File: src/rtl/mlbl_pkg.sv
// ----------------------------------------------------------------------------
// mlbl_pkg
// Shared constants, types and helper functions of the max-log bit LLR block.
// ----------------------------------------------------------------------------
package mlbl_pkg;

  localparam int BITS_PER_SYMBOL = 2;
  localparam int MEMORY_LENGTH   = 3;
  localparam int STATES          = 16;
  localparam int METRIC_WIDTH    = 16;

  localparam int STATE_W   = $clog2(STATES);
  localparam int STEP_W    = 12;
  localparam int SUM_W     = METRIC_WIDTH + 1;
  localparam int DIFF_W    = SUM_W + 1;
  localparam int LLR_W     = 18;
  localparam int BIT_IDX_W = 2;
  localparam int BIT_CNT_W = (BITS_PER_SYMBOL > 1) ? $clog2(BITS_PER_SYMBOL) : 1;
  localparam int WORK_W    = (DIFF_W > LLR_W) ? DIFF_W : LLR_W;

  typedef logic signed [METRIC_WIDTH-1:0] metric_t;
  typedef logic signed [SUM_W-1:0]        sum_t;
  typedef logic signed [LLR_W-1:0]        llr_t;
  typedef logic signed [WORK_W-1:0]       work_t;

  localparam llr_t  LLR_POS = {1'b0, {(LLR_W-1){1'b1}}};
  localparam llr_t  LLR_NEG = {1'b1, {(LLR_W-1){1'b0}}};
  localparam sum_t  SUM_MIN = {1'b1, {(SUM_W-1){1'b0}}};
  localparam work_t WORK_POS = WORK_W'(LLR_POS);
  localparam work_t WORK_NEG = WORK_W'(LLR_NEG);

  // One registered state sample handed from the front end to the accumulator.
  typedef struct packed {
    logic               valid;
    logic               last;
    logic               counted;
    logic [STATE_W-1:0] state;
    sum_t               sum;
  } sample_t;

  // Early in the frame only states on a coarse stride are reachable.
  function automatic logic counted_f(input logic [STATE_W-1:0] state,
                                     input logic [STEP_W-1:0]  step);
    int   sh;
    int   stride;
    logic res;
    res = 1'b1;
    if (int'(step) < MEMORY_LENGTH - 1) begin
      sh     = BITS_PER_SYMBOL * int'(step);
      stride = (sh >= 31) ? 0 : (STATES >> sh);
      if (stride < 1) begin
        stride = 1;
      end
      res = ((int'(state) & (stride - 1)) == 0);
    end
    return res;
  endfunction

  // True when the state index selects the one set of symbol bit m.
  function automatic logic is_one_f(input logic [STATE_W-1:0] state, input int m);
    int mask;
    mask = STATES >> (m + 1);
    return ((int'(state) & mask) != 0);
  endfunction

  function automatic llr_t sat_f(input work_t v);
    llr_t res;
    if (v > WORK_POS) begin
      res = LLR_POS;
    end else if (v < WORK_NEG) begin
      res = LLR_NEG;
    end else begin
      res = v[LLR_W-1:0];
    end
    return res;
  endfunction

endpackage

File: src/rtl/mlbl_front.sv
// ----------------------------------------------------------------------------
// mlbl_front
// Input register: sums the metric pair, tracks state and time step counters
// and holds the frame length register.
// ----------------------------------------------------------------------------
module mlbl_front import mlbl_pkg::*; (
  input  logic              clk_i,
  input  logic              rst_ni,
  input  logic              in_valid_i,
  output logic              in_ready_o,
  input  metric_t           alpha_metric_i,
  input  metric_t           beta_metric_i,
  input  logic              cfg_valid_i,
  output logic              cfg_ready_o,
  input  logic [STEP_W-1:0] cfg_data_i,
  input  logic              stall_i,
  output sample_t           sample_o
);

  logic [STEP_W-1:0]  frame_len_q;
  logic [STATE_W-1:0] state_q, state_d;
  logic [STEP_W-1:0]  step_q, step_d;
  sample_t            sample_q, sample_d;
  logic               accept;
  logic               last;

  assign in_ready_o  = !stall_i;
  assign cfg_ready_o = 1'b1;
  assign accept      = in_valid_i && !stall_i;
  assign last        = (state_q == STATE_W'(STATES - 1));

  always_comb begin
    state_d  = state_q;
    step_d   = step_q;
    sample_d = sample_q;
    if (!stall_i) begin
      sample_d.valid = in_valid_i;
    end
    if (accept) begin
      sample_d.last    = last;
      sample_d.counted = counted_f(state_q, step_q);
      sample_d.state   = state_q;
      sample_d.sum     = SUM_W'(alpha_metric_i) + SUM_W'(beta_metric_i);
      if (last) begin
        state_d = '0;
        // The step counter wraps to the first step at the end of a frame.
        if (step_q >= frame_len_q) begin
          step_d = STEP_W'(1);
        end else begin
          step_d = step_q + STEP_W'(1);
        end
      end else begin
        state_d = state_q + STATE_W'(1);
      end
    end
  end

  always_ff @(posedge clk_i or negedge rst_ni) begin
    if (!rst_ni) begin
      frame_len_q <= STEP_W'(1);
      state_q     <= '0;
      step_q      <= STEP_W'(1);
      sample_q    <= '0;
    end else begin
      if (cfg_valid_i) begin
        frame_len_q <= cfg_data_i;
      end
      state_q  <= state_d;
      step_q   <= step_d;
      sample_q <= sample_d;
    end
  end

  assign sample_o = sample_q;

endmodule

File: src/rtl/mlbl_accum.sv
// ----------------------------------------------------------------------------
// mlbl_accum
// Running maxima of the zero and one sets for every symbol bit, and the
// LLR of each bit at the end of a time step.
// ----------------------------------------------------------------------------
module mlbl_accum import mlbl_pkg::*; (
  input  logic                              clk_i,
  input  logic                              rst_ni,
  input  sample_t                           sample_i,
  input  logic                              out_busy_i,
  output logic                              stall_o,
  output logic                              load_o,
  output llr_t [BITS_PER_SYMBOL-1:0]        llr_o
);

  sum_t [BITS_PER_SYMBOL-1:0] best_zero_q, best_zero_d;
  sum_t [BITS_PER_SYMBOL-1:0] best_one_q, best_one_d;
  logic [BITS_PER_SYMBOL-1:0] seen_zero_q, seen_zero_d;
  logic [BITS_PER_SYMBOL-1:0] seen_one_q, seen_one_d;
  logic                       upd;
  logic                       take;

  // The last state of a step waits until the result buffer is free.
  assign stall_o = sample_i.valid && sample_i.last && out_busy_i;
  assign upd     = sample_i.valid && !stall_o;
  assign take    = upd && sample_i.counted;
  assign load_o  = upd && sample_i.last;

  always_comb begin
    best_zero_d = best_zero_q;
    best_one_d  = best_one_q;
    seen_zero_d = seen_zero_q;
    seen_one_d  = seen_one_q;
    for (int m = 0; m < BITS_PER_SYMBOL; m++) begin
      if (take) begin
        if (is_one_f(sample_i.state, m)) begin
          if (!seen_one_q[m] || (sample_i.sum > best_one_q[m])) begin
            best_one_d[m] = sample_i.sum;
          end
          seen_one_d[m] = 1'b1;
        end else begin
          if (!seen_zero_q[m] || (sample_i.sum > best_zero_q[m])) begin
            best_zero_d[m] = sample_i.sum;
          end
          seen_zero_d[m] = 1'b1;
        end
      end
      // An empty set drives the LLR to the matching rail.
      if (seen_zero_d[m] && seen_one_d[m]) begin
        llr_o[m] = sat_f(WORK_W'(best_zero_d[m]) - WORK_W'(best_one_d[m]));
      end else if (seen_zero_d[m]) begin
        llr_o[m] = LLR_POS;
      end else if (seen_one_d[m]) begin
        llr_o[m] = LLR_NEG;
      end else begin
        llr_o[m] = '0;
      end
    end
  end

  always_ff @(posedge clk_i or negedge rst_ni) begin
    if (!rst_ni) begin
      best_zero_q <= {BITS_PER_SYMBOL{SUM_MIN}};
      best_one_q  <= {BITS_PER_SYMBOL{SUM_MIN}};
      seen_zero_q <= '0;
      seen_one_q  <= '0;
    end else if (load_o) begin
      best_zero_q <= {BITS_PER_SYMBOL{SUM_MIN}};
      best_one_q  <= {BITS_PER_SYMBOL{SUM_MIN}};
      seen_zero_q <= '0;
      seen_one_q  <= '0;
    end else begin
      best_zero_q <= best_zero_d;
      best_one_q  <= best_one_d;
      seen_zero_q <= seen_zero_d;
      seen_one_q  <= seen_one_d;
    end
  end

endmodule

File: src/rtl/mlbl_out.sv
// ----------------------------------------------------------------------------
// mlbl_out
// Result register: holds the LLRs of one time step and hands them out one
// item per bit, most significant bit first.
// ----------------------------------------------------------------------------
module mlbl_out import mlbl_pkg::*; (
  input  logic                       clk_i,
  input  logic                       rst_ni,
  input  logic                       load_i,
  input  llr_t [BITS_PER_SYMBOL-1:0] llr_i,
  output logic                       busy_o,
  output logic                       out_valid_o,
  input  logic                       out_ready_i,
  output llr_t                       llr_o,
  output logic [BIT_IDX_W-1:0]       bit_index_o,
  output logic                       last_bit_o
);

  llr_t [BITS_PER_SYMBOL-1:0] llr_q;
  logic                       busy_q;
  logic [BIT_CNT_W-1:0]       cnt_q;
  logic                       final_bit;

  assign final_bit   = (cnt_q == BIT_CNT_W'(BITS_PER_SYMBOL - 1));
  assign busy_o      = busy_q;
  assign out_valid_o = busy_q;
  assign llr_o       = llr_q[cnt_q];
  assign bit_index_o = BIT_IDX_W'(cnt_q);
  assign last_bit_o  = final_bit;

  always_ff @(posedge clk_i or negedge rst_ni) begin
    if (!rst_ni) begin
      busy_q <= 1'b0;
      cnt_q  <= '0;
    end else if (load_i) begin
      busy_q <= 1'b1;
      cnt_q  <= '0;
    end else if (busy_q && out_ready_i) begin
      if (final_bit) begin
        busy_q <= 1'b0;
      end else begin
        cnt_q <= cnt_q + BIT_CNT_W'(1);
      end
    end
  end

  always_ff @(posedge clk_i) begin
    if (load_i) begin
      llr_q <= llr_i;
    end
  end

endmodule

File: src/rtl/max_log_bit_llr_from_state_metrics.sv
// ----------------------------------------------------------------------------
// max_log_bit_llr_from_state_metrics
// Max-log bit LLRs from forward and backward trellis state metrics.
// ----------------------------------------------------------------------------
// Usage:
//   The input channel takes one item per state, alpha and beta metric of
//   that state, in state order for each trellis time step. One item can be
//   accepted in every clock cycle while in_ready_o is high.
//   After the last state of a step the block emits one item per symbol bit
//   on the output channel, bit 0 first, with last_bit set on the final one.
//   The first LLR of a step is valid once the last state has loaded the LLR
//   register from the input register; the others follow one per ready cycle.
//   The LLR register holds one step's results. If the receiver has not taken
//   them when the last state of the next step arrives, in_ready_o drops and
//   that state waits in the input register; otherwise inputs never stall.
//   The configuration channel writes the frame length (time steps per frame)
//   and is always ready; write it only while the block is idle.
//   Reset clears the state counter and the running maxima, sets the step
//   counter and the frame length to one and drops any pending result.
// ----------------------------------------------------------------------------
module max_log_bit_llr_from_state_metrics import mlbl_pkg::*; (
  input  logic                 clk_i,
  input  logic                 rst_ni,
  input  logic                 in_valid_i,
  output logic                 in_ready_o,
  input  metric_t              alpha_metric_i,
  input  metric_t              beta_metric_i,
  input  logic                 cfg_valid_i,
  output logic                 cfg_ready_o,
  input  logic [STEP_W-1:0]    cfg_data_i,
  output logic                 out_valid_o,
  input  logic                 out_ready_i,
  output llr_t                 llr_o,
  output logic [BIT_IDX_W-1:0] bit_index_o,
  output logic                 last_bit_o
);

  sample_t                    sample;
  logic                       stall;
  logic                       load;
  logic                       busy;
  llr_t [BITS_PER_SYMBOL-1:0] step_llr;

  mlbl_front u_front (
    .clk_i          (clk_i),
    .rst_ni         (rst_ni),
    .in_valid_i     (in_valid_i),
    .in_ready_o     (in_ready_o),
    .alpha_metric_i (alpha_metric_i),
    .beta_metric_i  (beta_metric_i),
    .cfg_valid_i    (cfg_valid_i),
    .cfg_ready_o    (cfg_ready_o),
    .cfg_data_i     (cfg_data_i),
    .stall_i        (stall),
    .sample_o       (sample)
  );

  mlbl_accum u_accum (
    .clk_i      (clk_i),
    .rst_ni     (rst_ni),
    .sample_i   (sample),
    .out_busy_i (busy),
    .stall_o    (stall),
    .load_o     (load),
    .llr_o      (step_llr)
  );

  mlbl_out u_out (
    .clk_i       (clk_i),
    .rst_ni      (rst_ni),
    .load_i      (load),
    .llr_i       (step_llr),
    .busy_o      (busy),
    .out_valid_o (out_valid_o),
    .out_ready_i (out_ready_i),
    .llr_o       (llr_o),
    .bit_index_o (bit_index_o),
    .last_bit_o  (last_bit_o)
  );

endmodule

File: config.mk
export PLATFORM = sky130hd
export DESIGN_NAME = max_log_bit_llr_from_state_metrics
export DESIGN_NICKNAME = d
export VERILOG_FILES = /design/src/rtl/mlbl_pkg.sv /design/src/rtl/mlbl_front.sv /design/src/rtl/mlbl_accum.sv /design/src/rtl/mlbl_out.sv /design/src/rtl/max_log_bit_llr_from_state_metrics.sv
export SDC_FILE = /design/constraint.sdc
export NUM_CORES = 1
export LEC_CHECK = 0
export ABC_AREA = 1
export BUFFER_PORTS_ARGS = -buffer_cell sky130_fd_sc_hd__buf_2
export CORE_MARGIN = 2
export CORE_UTILIZATION = 30
export DETAILED_ROUTE_END_ITERATION = 6
export HOLD_SLACK_MARGIN = 0.15
export PLACE_DENSITY_LB_ADDON = 0.25
export SETUP_SLACK_MARGIN = 0.05
export SLEW_MARGIN = 20
export SYNTH_ARGS = -nofsm -noshare
export SYNTH_HDL_FRONTEND = slang
export SYNTH_SLANG_ARGS = --single-unit
File: constraint.sdc
create_clock -name clk_i -period 3.6 [get_ports clk_i]
set_input_delay 0.54 -clock clk_i [delete_from_list [all_inputs] [get_ports clk_i]]
set_output_delay 0.54 -clock clk_i [all_outputs]
set_load 0.02 [all_outputs]
After elaboration in Yosys (flattened, before gate mapping)
Cells that the tools add are included.
{"block": "op_classes", "add_sub_neg": 7, "order_cmp": 13, "eq_ne": 1, "n_shift": 1, "mux": 49, "n_bitwise": 1, "n_reduce_logical": 23}
{"op": "$mux W18", "count": 12}
{"op": "$mux W17", "count": 12}
{"op": "$mux W32", "count": 4}
{"op": "$gt A17 B17 Y1", "count": 4}
{"op": "$mux W34", "count": 2}
{"op": "$gt A18 B18 Y1 const B", "count": 2}
{"op": "$lt A18 B18 Y1 const B", "count": 2}
{"op": "$sub A17 B17 Y18", "count": 2}
{"op": "$and A5 B32 Y32", "count": 1}
{"op": "$logic_not A32 Y1", "count": 1}
{"op": "$lt A32 B2 Y1 const B", "count": 1}
{"op": "$shr A5 B13 Y32 const A", "count": 1}
{"op": "$sub A32 B2 Y32 const B", "count": 1}
{"op": "$add A16 B16 Y17", "count": 1}
{"op": "$mux W1", "count": 15}
{"op": "$ge A13 B5 Y1 const B", "count": 1}
{"op": "$add A12 B1 Y12 const B", "count": 1}
{"op": "$ge A12 B12 Y1", "count": 1}
{"op": "$lt A12 B2 Y1 const B", "count": 1}
{"op": "$mux W12", "count": 1}
{"op": "$logic_and A1 B1 Y1", "count": 9}
{"op": "$logic_not A1 Y1", "count": 5}
{"op": "$add A4 B1 Y4 const B", "count": 1}
{"op": "$eq A4 B4 Y1 const B", "count": 1}
{"op": "other kinds (7)", "count": 13}
{"block": "word_totals", "reg_bits": 162, "inputBits": 49, "out_inout_bits": 24, "elab_cells": 113}

Logic depth before layout (Yosys ltp)
{"block": "logic_depth", "word_depth": 11, "ltp_mapped": 29}

Hierarchy
Synthesis repeated with hierarchy kept, for this count alone.
{"block": "unflattened", "cells_unflattened": 1788, "area_unflattened_um2": 12695.9}
{"mod": "mlbl_accum", "n_inst": 1, "cells_each": 1178, "area_each_um2": 7667.4, "seq_area_each_um2": 1806.7}
{"mod": "mlbl_front", "n_inst": 1, "cells_each": 504, "area_each_um2": 3595.9, "seq_area_each_um2": 1303.8}
{"mod": "mlbl_out", "n_inst": 1, "cells_each": 106, "area_each_um2": 1432.6, "seq_area_each_um2": 1131.1}

Least setup slack after synthesis
Ideal clock, no wire load.
{"block": "synth_path", "path_type": "register to register", "startpoint": "reg u_accum.best_one_q[33] (netlist name)", "endpoint": "reg u_out.llr_q[34] (netlist name), data pin", "setup_time_ps": 253, "t_arrival_ps": 3533, "path_slack_ps": -187, "stages_incl_launch_ff": 23, "n_path_buf": 1, "synth_period_minus_slack_ps": 3787, "path_cell_list": "dfstp_2 > inv_1 > ha_1 > nand2_1 > inv_1 > nand2_1 > nand2_1 > a21oi_2 > nand4_2 > nand3_4 > buf_2 > nand3_1 > nand2_2 > inv_2 > ha_1 > fa_1 > o21ai_0 > nand4_1 > nand3_1 > a21oi_1 > or2_2 > nand3_1 > nand2_1"}
{"item": "start, declared", "line_no": "mlbl_accum.sv:17", "rtl": "sum_t [BITS_PER_SYMBOL-1:0] best_one_q, best_one_d;"}
{"item": "start signal, assigned", "line_no": "mlbl_accum.sv:64", "rtl": "best_one_q <= {BITS_PER_SYMBOL{SUM_MIN}};"}
{"item": "start signal, assigned", "line_no": "mlbl_accum.sv:69", "rtl": "best_one_q <= {BITS_PER_SYMBOL{SUM_MIN}};"}
{"item": "start signal, assigned", "line_no": "mlbl_accum.sv:74", "rtl": "best_one_q <= best_one_d;"}
{"item": "end signal, assigned", "line_no": "mlbl_out.sv:49", "rtl": "llr_q <= llr_i;"}
{"item": "end, declared", "line_no": "mlbl_out.sv:19", "rtl": "llr_t [BITS_PER_SYMBOL-1:0] llr_q;"}

==> impl_metrics.ini <==
[route]
routed_wl_um = 41000
drtIter0Drc = 736
postRouteAntennaNets = 0
wl_met1_um = 19900
via_per_inst = 4.73
vias = 11800
drc = 0
wire_per_inst_um = 16.4
dr.pass1.iters = 7
top_layer = met4
wl_met3_um = 1680
dr_wl_met2_um = 18200

[sta]
layout_setup_ws_ns = -0.0469
fin_skew_ns = 0.0171
relSlewSlack = 0.445
worst_pin_slew_ns = 0.833
fin_crit_ns = 3.65
finalSetupViolCount = 3
final_hold_viol_count = 0
slew_violations = 0
clock.fmax_mhz = 274
min_period_over_period = 1.01
rsz0062_at_grt = true
whs_ns = 0.155

[yosys]
syn_area_sq_mm = 0.0125
ys_types = 51
ys_warn_count = 0
ys_async_sr_fraction = 0.775
synth-edff-count = 36
synth_top_family_by_area = simple AND/OR/NAND/NOR gates
yosys-top-cells-area = dfrtp_1 24%, ha_1 13%, nand2_1 12%
synth_compound_area_frac = 0.0835
yosys-mux-area-fraction = 0.0171
synth_common_cells = 413 x nand2_1, 267 x inv_1, 133 x ha_1, 129 x nand3_1, 127 x nor2_1
synth_most_common_cell = nand2_1
synthDominantCellAreaShare = 0.237
yosys.area_share.simple = 0.308
ys_seq_elements = 160
synth_cells = 1651
ys_seq_area_frac = 0.336
synth-xor-area-share = 0.0168
syn-num-nets = 1836
synthAdderAreaFrac = 0.138
syn_area_per_cell_sq_um = 7.56
synthFlopType = dfrtp_1
yosysTopAreaCell = dfrtp_1

[floorplanning]
rows = 74
die_w_um = 208
die_y_um = 208
coreArea_sq_mm = 0.0409
die-area_sq_mm = 0.0432
io_pins = 73
start_util = 0.305

[worst_setup_path]
worstSetupPathType = register to register
path_max_fanout = 5
r2r_cells = 25
r2r-end = u_out.llr_q[32]
endpoint = u_out.llr_q[32]
crit_arrival_ns = 3.82
worstPathRequired_ns = 3.78
end_kind = register
r2r_slack_ns = -0.05
critPathLaunchType = register
crit-reg2reg-launch = u_front.sample_o[8]
crit_path_start = u_front.sample_o[8]

[global_route]
grt-ovfl-total = 0
grt_pass1_wl_um = 64800
grt_max_degree = 85
grt_pass1_vias = 11800
antenna_found_initial = 0
grt_usage = 0.191

[clock_tree]
hold_buffers = 0
insertion_delay_ns = 0.45
numCtsBuffers = 17
cts_tree = built
path_clk_slew_ns = 0.07
clock-sinks = 160
clk_path_buf_depth = 2
htree_levels = 4
cts_root_buf = clkbuf_16

[final_layout]
nFillCells = 4080
nets = 2143
regArea_sq_mm = 0.00421
area_growth_pct = 43.3
multi_input_area_sq_mm = 0.00879
final_cell_count_no_fill = 2504
utilization = 0.437
final_layout_size_suffix_gt1_frac = 0.402

[min_path]
min_path_type = primary input to asynchronous set/reset pin

[placed_design]
place_congestion = 0.919
post-place-cells = 2407
dp_hpwl_um = 30100
numPortBuffers = 70

[outcome]
violations = setup timing
status = finished, violations left

[flow_run]
maxCapViolCount = 0
==> cell usage in the layout, fill, tap and decap left out, types with 14 or more instances in the layout <==
master | netlist | final
nand2_1 | 413 | 326
nor2_4 | 7 | 14
edfxtp_1 | 36 | 36
mux2_2 | 19 | 19
nor2_1 | 127 | 108
ha_1 | 133 | 65
buf_12 | 1 | 16
nand2_2 | 29 | 104
nand3_1 | 129 | 108
dfrtp_1 | 118 | 106
inv_2 | 9 | 40
a21oi_1 | 85 | 58
buf_4 | 5 | 203
a21oi_2 | 2 | 22
buf_6 | 3 | 27
nor2_2 | 22 | 34
ha_4 | 0 | 67
clkbuf_16 | 0 | 17
buf_2 | 9 | 70
inv_1 | 267 | 236
nand3_2 | 3 | 19
nand2_4 | 24 | 34
o21ai_0 | 72 | 53
==> per-stage QoR <==
step | instance area, sq um | setup TNS, ns | setup WS, ns
after floorplan | 12500 | 0 | 0.0515
after global placement | 14800 | -4.37 | -0.341
after detailed placement | 14800 | -4.85 | -0.360
after CTS | 17000 | 0 | 0.00828
after global routing | 17900 | -3.57 | -0.217
final | 17900 | -0.0572 | -0.0469
==> worst min path at each step <==
stage | start | to | cells past startpoint
5_1_grt | rst_ni | u_accum.best_zero_q[32] | 1
4_1_cts | rst_ni | u_front.step_q[8] | 1
2_1_floorplan | rst_ni | u_accum.best_one_q[0] | 0
3_3_place_gp | u_front.frame_len_q[2] | u_front.frame_len_q[2] | 2
3_5_place_dp | u_front.frame_len_q[6] | u_front.frame_len_q[6] | 2
6_report | rst_ni | u_front.frame_len_q[10] | 1
==> critical path, cell delays in order, from the launching register on <==
cell and delay, ns:
dfrtp_2 0.51, buf_6 0.16, ha_4 0.27, nand2_4 0.06, nor2_4 0.12, nand2_2 0.08
nor2_1 0.11, nand2_1 0.08, nand4_1 0.15, nand3_4 0.17, buf_12 0.18, buf_16 0.12
nand3_1 0.07, nand2_2 0.09, inv_2 0.07, ha_4 0.20, buf_6 0.13, nand2_1 0.08
inv_2 0.04, nand4_1 0.10, nand3_2 0.10, buf_6 0.14, nand2_2 0.05, nand3_2 0.09
nor2_2 0.14, o21ai_2 0.07
==> flip-flops by register name, summed over array words and instances (netlist names) <==
register,flops
u_accum.seen_one_q,2
u_accum.best_zero_q,34
u_accum.seen_zero_q,2
u_accum.best_one_q,34
u_out.llr_q,36
u_out.busy_o,1
u_out.last_bit_o,1
u_front.frame_len_q,12
u_front.state_q,4
u_front.sample_o,22
u_front.step_q,12
==> cell families after synthesis <==
kind of cell             after synthesis
AO/OA/AOI/OAI                        190
flip-flops                           160
XOR/XNOR                              24
buffers and inverters                310
multiplexers                          19
AND/OR/NAND/NOR                      810
other                                  2
adder cells (fa/ha/maj)              136
==> final cells by class <==
class,count,share of cell area
inverter,278,0.0585
tap,532,0.0372
clock inverter,14,0.00847
antenna,1,0.000140
multi-input combinational,1182,0.491
clock buffer,18,0.0246
timing repair buffer,319,0.144
sequential,160,0.235
==> repair_timing <==
action,4_1_cts,5_1_grt
resized for setup,210,177
endpoints found under the setup margin,29,30
pin swaps,95,105
hold endpoints to repair,0,0
buffers inserted,44,16
cloned,4,0
==> routing by layer <==
| layer | global-route usage | vias to the layer above |
|---|---|---|
| li1 | - | 5910 |
| met4 | 0.0658 | 0 |
| met3 | 0.0248 | 61 |
| met2 | 0.297 | 264 |
| met1 | 0.272 | 5606 |
| met5 | 0 | - |
Power is left out: the tool's default activity adds up to more than one toggle a clock period on the data nets, which glitch-free logic cannot reach.
